===== config.mk =====
export PLATFORM = sky130hd
export DESIGN_NAME = i2c_master_bit_engine_flat
export DESIGN_NICKNAME = d
export VERILOG_FILES = /design/src/rtl/core/i2cbe_pkg.sv /design/src/rtl/core/i2cbe_if.sv /design/src/rtl/core/i2c_master_bit_engine.sv /design/src/flat_wrapper.sv
export SDC_FILE = /design/constraint.sdc
export NUM_CORES = 1
export LEC_CHECK = 0
export BUFFER_PORTS_ARGS = -buffer_cell sky130_fd_sc_hd__buf_2
export CORE_ASPECT_RATIO = 0.7
export CORE_MARGIN = 2
export CORE_UTILIZATION = 54
export CTS_BUF_LIST = sky130_fd_sc_hd__clkbuf_4 sky130_fd_sc_hd__clkbuf_8 sky130_fd_sc_hd__clkbuf_16
export DETAILED_ROUTE_END_ITERATION = 6
export PLACE_DENSITY = 0.87
export SLEW_MARGIN = 25
export SYNTH_ARGS = -nofsm -noshare
export SYNTH_HDL_FRONTEND = slang
export SYNTH_SLANG_ARGS = --single-unit

===== constraint.sdc =====
create_clock -name clk -period 2.2 [get_ports clk]
set_clock_uncertainty 0.15 [all_clocks]
set_input_delay 0.55 -clock clk [delete_from_list [all_inputs] [get_ports clk]]
set_output_delay 0.55 -clock clk [all_outputs]
set_load 0.05 [all_outputs]

===== src/rtl/core/i2cbe_pkg.sv =====
// shared constants and types of the i2c master bit engine
// used by the channel interfaces, the engine and its checker
package i2cbe_pkg;

  localparam int BITS_PER_BYTE = 8;
  localparam int DELAY_WIDTH   = 12;
  localparam int BYTE_W        = BITS_PER_BYTE;
  localparam int BIT_CNT_W     = $clog2(BITS_PER_BYTE + 1);
  localparam int SHORT_W       = 10;
  localparam int LONG_W        = 12;
  localparam int LIMIT_W       = 8;
  localparam int CFG_IDX_W     = 2;
  localparam int CFG_DATA_W    = 12;

  localparam logic [SHORT_W-1:0] SHORT_RST = SHORT_W'(5);
  localparam logic [LONG_W-1:0]  LONG_RST  = LONG_W'(30);
  localparam logic [LIMIT_W-1:0] LIMIT_RST = LIMIT_W'(250);

  typedef enum logic [2:0] {
    FN_START = 3'd0,
    FN_STOP  = 3'd1,
    FN_WRITE = 3'd2,
    FN_WAIT  = 3'd3,
    FN_ACK   = 3'd4,
    FN_READ  = 3'd5
  } func_t;

  typedef enum logic [CFG_IDX_W-1:0] {
    CFG_SHORT = 2'd0,
    CFG_LONG  = 2'd1,
    CFG_LIMIT = 2'd2
  } cfg_idx_t;

endpackage


===== src/rtl/core/i2cbe_if.sv =====
// tick and result channel interfaces of the i2c master bit engine
// depends on i2cbe_pkg
interface i2cbe_in_if;
  import i2cbe_pkg::*;
  logic              valid;
  logic              ready;
  logic              cmd_valid;
  func_t             func;
  logic [BYTE_W-1:0] tx_byte;
  logic              send_ack;
  logic              sda_in;

  modport source (output valid, cmd_valid, func, tx_byte, send_ack, sda_in, input ready);
  modport sink   (input valid, cmd_valid, func, tx_byte, send_ack, sda_in, output ready);
endinterface

interface i2cbe_out_if;
  import i2cbe_pkg::*;
  logic              valid;
  logic              ready;
  logic              scl_level;
  logic              sda_value;
  logic              sda_enable;
  logic              busy_res;
  logic              done_res;
  logic [BYTE_W-1:0] rx_byte;
  logic              ack_error;

  modport source (output valid, scl_level, sda_value, sda_enable, busy_res, done_res,
                  rx_byte, ack_error, input ready);
  modport sink   (input valid, scl_level, sda_value, sda_enable, busy_res, done_res,
                  rx_byte, ack_error, output ready);
endinterface


===== src/rtl/core/i2c_master_bit_engine.sv =====
// i2c master bit engine: one tick in, one line/status result out
// depends on i2cbe_pkg and the channel interfaces in i2cbe_if.sv
//
// usage
//   in_ch carries one time-base tick per transfer: sampled sda, and while
//   the engine is idle an optional command (start, stop, write byte, wait
//   ack, ack bit, read byte). commands that arrive while busy are dropped.
//   out_ch returns one result per tick: scl level, sda value and enable,
//   busy, a one-tick done pulse, the last read byte and the ack error flag.
//   cfg_we/cfg_index/cfg_wdata write the short delay, long delay and ack
//   timeout limit; write them only while no command is running.
//   latency: the result of a tick is on out_ch the cycle after its transfer.
//   throughput: one tick per cycle, set by the single state/result register
//   stage; the next tick is taken while the previous result is taken.
//   when out_ch stalls, the result holds and in_ch.ready drops until the
//   result is taken, so the tick timebase stretches with the stall.
//   reset: idle, scl high, sda driven high, delays 5/30, timeout limit 250,
//   no result pending.
module i2c_master_bit_engine (
  input  logic                               clk,
  input  logic                               rst_n,
  i2cbe_in_if.sink                           in_ch,
  i2cbe_out_if.source                        out_ch,
  input  logic                               cfg_we,
  input  logic [i2cbe_pkg::CFG_IDX_W-1:0]    cfg_index,
  input  logic [i2cbe_pkg::CFG_DATA_W-1:0]   cfg_wdata
);
  import i2cbe_pkg::*;

  typedef enum logic [3:0] {
    PH_IDLE, PH_ST_A, PH_ST_B, PH_SP_A, PH_SP_B, PH_WR_SET, PH_WR_HI, PH_WR_LO,
    PH_WA_HI, PH_AK_A, PH_AK_B, PH_AK_C, PH_RD_SET, PH_RD_LO, PH_RD_HI
  } phase_t;

  logic [SHORT_W-1:0]     short_r;
  logic [LONG_W-1:0]      long_r;
  logic [LIMIT_W-1:0]     limit_r;

  phase_t                 phase_r, phase_nxt;
  logic [BIT_CNT_W-1:0]   bit_cnt_r, bit_cnt_nxt, bit_inc;
  logic [BYTE_W-1:0]      shift_r, shift_nxt, shift_in;
  logic [DELAY_WIDTH-1:0] delay_r, delay_nxt;
  logic [DELAY_WIDTH-1:0] sd_ticks, ld_ticks;
  logic [LIMIT_W-1:0]     tmo_r, tmo_nxt;
  logic                   ack_flag_r, ack_flag_nxt;
  logic                   ack_choice_r, ack_choice_nxt;
  logic                   scl_r, scl_nxt;
  logic                   sda_r, sda_nxt;
  logic                   en_r, en_nxt;
  logic [BYTE_W-1:0]      rx_r, rx_nxt;
  logic                   done_r, done_nxt;
  logic                   out_valid_r;
  logic                   in_xfer;
  logic                   cmd_ok;

  function automatic logic [DELAY_WIDTH-1:0] clamp_delay(input logic [DELAY_WIDTH-1:0] d);
    logic [DELAY_WIDTH-1:0] r;
    r = (d == '0) ? DELAY_WIDTH'(1) : d;
    return r;
  endfunction

  // config registers
  always_ff @(posedge clk) begin
    if (!rst_n) begin
      short_r <= SHORT_RST;
      long_r  <= LONG_RST;
      limit_r <= LIMIT_RST;
    end else if (cfg_we) begin
      case (cfg_index)
        CFG_SHORT: short_r <= cfg_wdata[SHORT_W-1:0];
        CFG_LONG:  long_r  <= cfg_wdata[LONG_W-1:0];
        CFG_LIMIT: limit_r <= cfg_wdata[LIMIT_W-1:0];
        default:   ;
      endcase
    end
  end

  assign sd_ticks = clamp_delay(DELAY_WIDTH'(short_r));
  assign ld_ticks = clamp_delay(DELAY_WIDTH'(long_r));

  assign in_ch.ready = !out_valid_r || out_ch.ready;
  assign in_xfer     = in_ch.valid && in_ch.ready;

  assign cmd_ok   = in_ch.cmd_valid && (in_ch.func <= FN_READ);
  assign bit_inc  = bit_cnt_r + BIT_CNT_W'(1);
  assign shift_in = {shift_r[BYTE_W-2:0], in_ch.sda_in};

  always_comb begin
    phase_nxt      = phase_r;
    bit_cnt_nxt    = bit_cnt_r;
    shift_nxt      = shift_r;
    delay_nxt      = delay_r;
    tmo_nxt        = tmo_r;
    ack_flag_nxt   = ack_flag_r;
    ack_choice_nxt = ack_choice_r;
    scl_nxt        = scl_r;
    sda_nxt        = sda_r;
    en_nxt         = en_r;
    rx_nxt         = rx_r;
    done_nxt       = 1'b0;
    if (phase_r == PH_IDLE) begin
      if (cmd_ok) begin
        ack_flag_nxt   = 1'b0;
        bit_cnt_nxt    = '0;
        tmo_nxt        = '0;
        shift_nxt      = '0;
        ack_choice_nxt = in_ch.send_ack;
        case (in_ch.func)
          FN_START: begin
            scl_nxt = 1'b1; sda_nxt = 1'b1; en_nxt = 1'b1;
            phase_nxt = PH_ST_A; delay_nxt = ld_ticks;
          end
          FN_STOP: begin
            scl_nxt = 1'b0; sda_nxt = 1'b0; en_nxt = 1'b1;
            phase_nxt = PH_SP_A; delay_nxt = sd_ticks;
          end
          FN_WRITE: begin
            shift_nxt = in_ch.tx_byte; scl_nxt = 1'b0; en_nxt = 1'b1;
            phase_nxt = PH_WR_SET; delay_nxt = sd_ticks;
          end
          FN_WAIT: begin
            en_nxt = 1'b0; scl_nxt = 1'b1;
            phase_nxt = PH_WA_HI; delay_nxt = sd_ticks;
          end
          FN_ACK: begin
            scl_nxt = 1'b0; en_nxt = 1'b1;
            phase_nxt = PH_AK_A; delay_nxt = sd_ticks;
          end
          default: begin
            en_nxt = 1'b0;
            phase_nxt = PH_RD_SET; delay_nxt = ld_ticks;
          end
        endcase
      end
    end else if (delay_r > DELAY_WIDTH'(1)) begin
      delay_nxt = delay_r - DELAY_WIDTH'(1);
    end else begin
      case (phase_r)
        PH_ST_A: begin
          sda_nxt = 1'b0; phase_nxt = PH_ST_B; delay_nxt = sd_ticks;
        end
        PH_ST_B: begin
          scl_nxt = 1'b0; phase_nxt = PH_IDLE; done_nxt = 1'b1;
        end
        PH_SP_A: begin
          scl_nxt = 1'b1; phase_nxt = PH_SP_B; delay_nxt = ld_ticks;
        end
        PH_SP_B: begin
          sda_nxt = 1'b1; phase_nxt = PH_IDLE; done_nxt = 1'b1;
        end
        PH_WR_SET, PH_WR_LO: begin
          if (phase_r == PH_WR_LO && bit_cnt_r >= BIT_CNT_W'(BITS_PER_BYTE)) begin
            phase_nxt = PH_IDLE; done_nxt = 1'b1;
          end else begin
            sda_nxt     = shift_r[BYTE_W-1];
            shift_nxt   = {shift_r[BYTE_W-2:0], 1'b0};
            bit_cnt_nxt = bit_inc;
            scl_nxt     = 1'b1;
            phase_nxt   = PH_WR_HI; delay_nxt = sd_ticks;
          end
        end
        PH_WR_HI: begin
          scl_nxt = 1'b0; phase_nxt = PH_WR_LO; delay_nxt = sd_ticks;
        end
        PH_WA_HI: begin
          if (!in_ch.sda_in) begin
            scl_nxt = 1'b0; phase_nxt = PH_IDLE; done_nxt = 1'b1;
          end else if (tmo_r >= limit_r) begin
            // no ack: fall into the stop sequence
            ack_flag_nxt = 1'b1;
            scl_nxt = 1'b0; sda_nxt = 1'b0; en_nxt = 1'b1;
            phase_nxt = PH_SP_A; delay_nxt = sd_ticks;
          end else begin
            tmo_nxt   = tmo_r + LIMIT_W'(1);
            delay_nxt = sd_ticks;
          end
        end
        PH_AK_A: begin
          sda_nxt = !ack_choice_r; phase_nxt = PH_AK_B; delay_nxt = sd_ticks;
        end
        PH_AK_B: begin
          scl_nxt = 1'b1; phase_nxt = PH_AK_C; delay_nxt = sd_ticks;
        end
        PH_AK_C: begin
          scl_nxt = 1'b0; phase_nxt = PH_IDLE; done_nxt = 1'b1;
        end
        PH_RD_SET: begin
          scl_nxt = 1'b0; phase_nxt = PH_RD_LO; delay_nxt = sd_ticks;
        end
        PH_RD_LO: begin
          scl_nxt = 1'b1; phase_nxt = PH_RD_HI; delay_nxt = DELAY_WIDTH'(1);
        end
        PH_RD_HI: begin
          shift_nxt   = shift_in;
          bit_cnt_nxt = bit_inc;
          scl_nxt     = 1'b0;
          if (bit_inc >= BIT_CNT_W'(BITS_PER_BYTE)) begin
            rx_nxt = shift_in; en_nxt = 1'b1;
            phase_nxt = PH_AK_A; delay_nxt = sd_ticks;
          end else begin
            phase_nxt = PH_RD_LO; delay_nxt = sd_ticks;
          end
        end
        default: phase_nxt = PH_IDLE;
      endcase
    end
  end

  always_ff @(posedge clk) begin
    if (!rst_n) begin
      phase_r      <= PH_IDLE;
      bit_cnt_r    <= '0;
      shift_r      <= '0;
      delay_r      <= '0;
      tmo_r        <= '0;
      ack_flag_r   <= 1'b0;
      ack_choice_r <= 1'b0;
      scl_r        <= 1'b1;
      sda_r        <= 1'b1;
      en_r         <= 1'b1;
      rx_r         <= '0;
      done_r       <= 1'b0;
      out_valid_r  <= 1'b0;
    end else begin
      if (in_xfer) begin
        phase_r      <= phase_nxt;
        bit_cnt_r    <= bit_cnt_nxt;
        shift_r      <= shift_nxt;
        delay_r      <= delay_nxt;
        tmo_r        <= tmo_nxt;
        ack_flag_r   <= ack_flag_nxt;
        ack_choice_r <= ack_choice_nxt;
        scl_r        <= scl_nxt;
        sda_r        <= sda_nxt;
        en_r         <= en_nxt;
        rx_r         <= rx_nxt;
        done_r       <= done_nxt;
        out_valid_r  <= 1'b1;
      end else if (out_ch.ready) begin
        out_valid_r  <= 1'b0;
      end
    end
  end

  assign out_ch.valid      = out_valid_r;
  assign out_ch.scl_level  = scl_r;
  assign out_ch.sda_value  = sda_r;
  assign out_ch.sda_enable = en_r;
  assign out_ch.busy_res   = (phase_r != PH_IDLE);
  assign out_ch.done_res   = done_r;
  assign out_ch.rx_byte    = rx_r;
  assign out_ch.ack_error  = ack_flag_r;

endmodule


===== src/flat_wrapper.sv =====
// flat-port wrapper written by rule: the top's interface ports become plain ports
module i2c_master_bit_engine_flat import i2cbe_pkg::*;
  (clk, rst_n, cfg_we, cfg_index, cfg_wdata, in_ch_valid, in_ch_cmd_valid, in_ch_func, in_ch_tx_byte, in_ch_send_ack, in_ch_sda_in, in_ch_ready, out_ch_valid, out_ch_scl_level, out_ch_sda_value, out_ch_sda_enable, out_ch_busy_res, out_ch_done_res, out_ch_rx_byte, out_ch_ack_error, out_ch_ready);
  i2cbe_in_if in_ch_i ();
  i2cbe_out_if out_ch_i ();
  input  logic clk;
  input  logic rst_n;
  input  logic cfg_we;
  input  logic [i2cbe_pkg::CFG_IDX_W-1:0] cfg_index;
  input  logic [i2cbe_pkg::CFG_DATA_W-1:0] cfg_wdata;
  input wire logic [$bits(in_ch_i.valid)-1:0] in_ch_valid;
  input wire logic [$bits(in_ch_i.cmd_valid)-1:0] in_ch_cmd_valid;
  input wire logic [$bits(in_ch_i.func)-1:0] in_ch_func;
  input wire logic [$bits(in_ch_i.tx_byte)-1:0] in_ch_tx_byte;
  input wire logic [$bits(in_ch_i.send_ack)-1:0] in_ch_send_ack;
  input wire logic [$bits(in_ch_i.sda_in)-1:0] in_ch_sda_in;
  output wire logic [$bits(in_ch_i.ready)-1:0] in_ch_ready;
  output wire logic [$bits(out_ch_i.valid)-1:0] out_ch_valid;
  output wire logic [$bits(out_ch_i.scl_level)-1:0] out_ch_scl_level;
  output wire logic [$bits(out_ch_i.sda_value)-1:0] out_ch_sda_value;
  output wire logic [$bits(out_ch_i.sda_enable)-1:0] out_ch_sda_enable;
  output wire logic [$bits(out_ch_i.busy_res)-1:0] out_ch_busy_res;
  output wire logic [$bits(out_ch_i.done_res)-1:0] out_ch_done_res;
  output wire logic [$bits(out_ch_i.rx_byte)-1:0] out_ch_rx_byte;
  output wire logic [$bits(out_ch_i.ack_error)-1:0] out_ch_ack_error;
  input wire logic [$bits(out_ch_i.ready)-1:0] out_ch_ready;
  assign in_ch_i.valid = in_ch_valid;
  assign in_ch_i.cmd_valid = in_ch_cmd_valid;
  assign in_ch_i.func = in_ch_func;
  assign in_ch_i.tx_byte = in_ch_tx_byte;
  assign in_ch_i.send_ack = in_ch_send_ack;
  assign in_ch_i.sda_in = in_ch_sda_in;
  assign in_ch_ready = in_ch_i.ready;
  assign out_ch_valid = out_ch_i.valid;
  assign out_ch_scl_level = out_ch_i.scl_level;
  assign out_ch_sda_value = out_ch_i.sda_value;
  assign out_ch_sda_enable = out_ch_i.sda_enable;
  assign out_ch_busy_res = out_ch_i.busy_res;
  assign out_ch_done_res = out_ch_i.done_res;
  assign out_ch_rx_byte = out_ch_i.rx_byte;
  assign out_ch_ack_error = out_ch_i.ack_error;
  assign out_ch_i.ready = out_ch_ready;
  i2c_master_bit_engine u_core (.clk(clk), .rst_n(rst_n), .in_ch(in_ch_i), .out_ch(out_ch_i), .cfg_we(cfg_we), .cfg_index(cfg_index), .cfg_wdata(cfg_wdata));
endmodule

==> out/summary.txt <==
Status - finished with violations
Failing checks - setup timing
Initial DRC count - 839
Mapped Area - 4800 um2
CP Buf/Inv Count - 2
Warnings, synthesis - 0
Clk slew on worst S/H paths - 0.06 ns
TritonCTS buffer count - 9
WL/cell - 19.8 um
WP data required - 2.33 ns
Hold WC Path Type - input port to flip-flop
Synth unique cells - 67
Startpoint Class - flip-flop
Largest net degree at the start of global routing - 35
CTS Root Cell - clkbuf_16
Cell count after synthesis - 616
Slew margin rel. - 0.545
Peak VDD IR - 0.592 mV
Die X - 117 um
ANT cells - 0
# DRC - 0
Total power - 5.79 mW
Post-synthesis async set-or-reset flop share - 0
Fraction of layout cells with a size suffix above 1 - 0.316
Crit. End Element - flip-flop
Crit path kind - flip-flop to flip-flop
Placed cells - 819
Clock Latency Late Sink - 0.35 ns
Initial antenna violation count - 0
Hold Vio Cnt, Final - 0
Seq pwr share - 0.295
Clock Power Share - 0.246
FP Rows - 28
Pre-CTS setup slack - -0.139 ns
Post-DP HPWL - 10.8 mm
Post-synth top cells - 81 x dfxtp_1, 70 x nand2_1, 61 x nor2_1
Comb power frac - 0.459
Cell taking the most area after synthesis - dfxtp_1
Worst-path maximum fanout - 3
Switch share - 0.397
Placeable core region - 8550 um2
Top-count cell post-synth - dfxtp_1
Hold slack - 0.301 ns
TritonCTS clock tree - done
Cell Pwr Density - 919 nW/um2
Unrepaired setup endpoints after global routing - true
H-tree Lvls - 3
Max cap viols - 0
CP max stage cell - a2111o_1
Fin crit period - 2.35 ns
Net Sw Power - 2.30 mW
Top post-synthesis cells by area - dfxtp_1 34%, a21oi_1 5.9%, mux2i_1 5.6%
Final net count - 766
Number of global-route vias before repair - 5041
CP max stage delay - 0.36 ns
RD Place Congestion - 0.993
Final setup vio count - 15
Final WL - 16.7 mm
Die ar. - 9680 um2
Final WS setup - -0.145 ns
Delay-heaviest family, CP - compound AO/OA/AOI/OAI gates
Post-route ant nets - 0
Main synth FF type - dfxtp_1
Fin crit share - 1.07
Die Height - 82.9 um
Port bufs - 48
Post-synthesis net count - 662
Clk buf depth - 2
Sequential share of the synthesized area - 0.338
Via/cell ratio - 6.49
CP cell instances - inv_2 -> ha_4 -> nand2b_4 -> a2111oi_4 -> o31a_1 -> buf_6 -> a211o_4 -> a2111o_1 -> a21oi_2
Worst-Margin Slew - 0.679 ns
Hold-fix buffers at CTS - 0
Layout area overhead - 31.3%
Drt first pass iters - 6
Critical Path AT - 2.47 ns
Vias - 5487
Syn Area/Cell - 7.80 um2
Top-Level Pins - 49
Clock sinks - 81
Synth Register Bits - 81
Final Non-Filler Cells - 845
Fillers - 579
Max-slew violations - 0
Internal Power - 3.49 mW
Post-synth EDFFs - 0
First-pass GRT wire length - 25.0 mm
Fmax - 0.426 GHz
Lkg Pwr - 2.51 nW
Initial Utilization - 0.562
Area share of the largest cell type after synthesis - 0.338
Total gr overflow - 0
All-Layer GR Usage - 0.324
-- worst register-to-register path, stage by stage, from the launching register on --
cell,delay [ns]
dfxtp_2,0.34
inv_2,0.05
ha_4,0.25
nand2b_4,0.12
a2111oi_4,0.06
o31a_1,0.34
buf_6,0.14
a211o_4,0.34
a2111o_1,0.36
a21oi_2,0.13
-- cell type report --
| cell class | instances | area [um2] | area share |
|---|---|---|---|
| Clock buffer | 10 | 233 | 0.0369 |
| Clock inverter | 6 | 42.5 | 0.00675 |
| Inverter | 17 | 63.8 | 0.0101 |
| Multi-Input combinational cell | 473 | 3190 | 0.506 |
| Sequential cell | 81 | 1640 | 0.260 |
| Tap cell | 120 | 150 | 0.0238 |
| Timing Repair Buffer | 138 | 986 | 0.156 |
-- per-stage QoR --
step | TNS [ns] | area, um2 | util
floorplan | -0.131 | 4880 | -
global placement | -0.0687 | 5710 | 0.668
detailed placement | -0.909 | 5710 | 0.668
CTS | -0.159 | 6080 | 0.712
global route | -2.14 | 6300 | 0.737
finish | -0.981 | 6300 | 0.737
-- kinds of logic after synthesis --
group / after synthesis / synth area share
compound gates: 193 / 0.260
xor+xnor: 9 / 0.0164
fa+ha+maj: 13 / 0.0339
buf+inv: 62 / 0.0550
flops: 81 / 0.338
mux: 28 / 0.0586
simple gates: 230 / 0.238
-- power by group through the flow --
stage               Sequential (mW)  Clock (mW)  Combinational, mW
CTS                            1.70        1.42               2.28
finish                         1.71        1.42               2.66
global route                   1.72        1.48               2.82
detailed placement             1.73           0               2.20
floorplan                      1.74           0               1.38
global placement               1.72           0               2.14
-- what timing repair did --
| item | CTS | global route |
|---|---|---|
| setup endpoints to repair | 29 | 45 |
| setup buffers | 3 | 5 |
| gates resized for setup | 29 | 45 |
| pin swaps | 7 | 11 |
| cloned | 0 | 2 |
-- registers in the layout, summed over array words and instances, names as in the netlist --
register,flops
u_core.out_ch.done_res,1
u_core.delay_r,12
u_core.short_r,10
u_core.limit_r,8
u_core.out_ch.rx_byte,8
u_core.out_ch.scl_level,1
u_core.out_ch.valid,1
u_core.ack_choice_r,1
u_core.phase_r,4
u_core.out_ch.sda_enable,1
u_core.shift_r,8
u_core.tmo_r,8
u_core.out_ch.sda_value,1
u_core.bit_cnt_r,4
u_core.out_ch.ack_error,1
u_core.long_r,12
-- worst paths after layout --
path / start / slack (ns) / to / depth (start not counted)
worst max-delay path: u_core.tmo_r[0] / -0.15 / u_core.phase_r[1] / 9
worst min-delay path: in_ch_valid / 0.30 / u_core.out_ch.valid / 3
worst max register to register: u_core.tmo_r[0] / -0.15 / u_core.phase_r[1] / 9
worst min register to register: u_core.out_ch.done_res / 0.32 / u_core.out_ch.done_res / 2
-- cells in the final DEF (no fill, tap or decap), drive strengths merged, types with 4 or more instances in the layout --
| cell | count |
|---|---|
| nand4 | 5 |
| a211o | 4 |
| buf | 138 |
| and2 | 5 |
| nor3b | 5 |
| nor2 | 62 |
| xor2 | 5 |
| a221oi | 7 |
| xnor2 | 4 |
| o211ai | 9 |
| nor3 | 12 |
| nand3 | 20 |
| nor4 | 10 |
| a22oi | 14 |
| o31ai | 5 |
| o21ai | 44 |
| ha | 13 |
| nor2b | 7 |
| a31oi | 7 |
| a21oi | 58 |
| mux2i | 27 |
| nand2 | 70 |
| and3 | 6 |
| nand2b | 11 |
| dfxtp | 81 |
| inv | 18 |
| clkbuf | 10 |
| a211oi | 11 |
| o21a | 5 |
-- layer usage --
layer	share of wire	GRT usage
met1	0.40	0.453
met2	0.44	0.477
met3	0.13	0.0985
met4	0.027	0.105
met5	0	0
No activity file was read; power rests on OpenSTA's default activity.
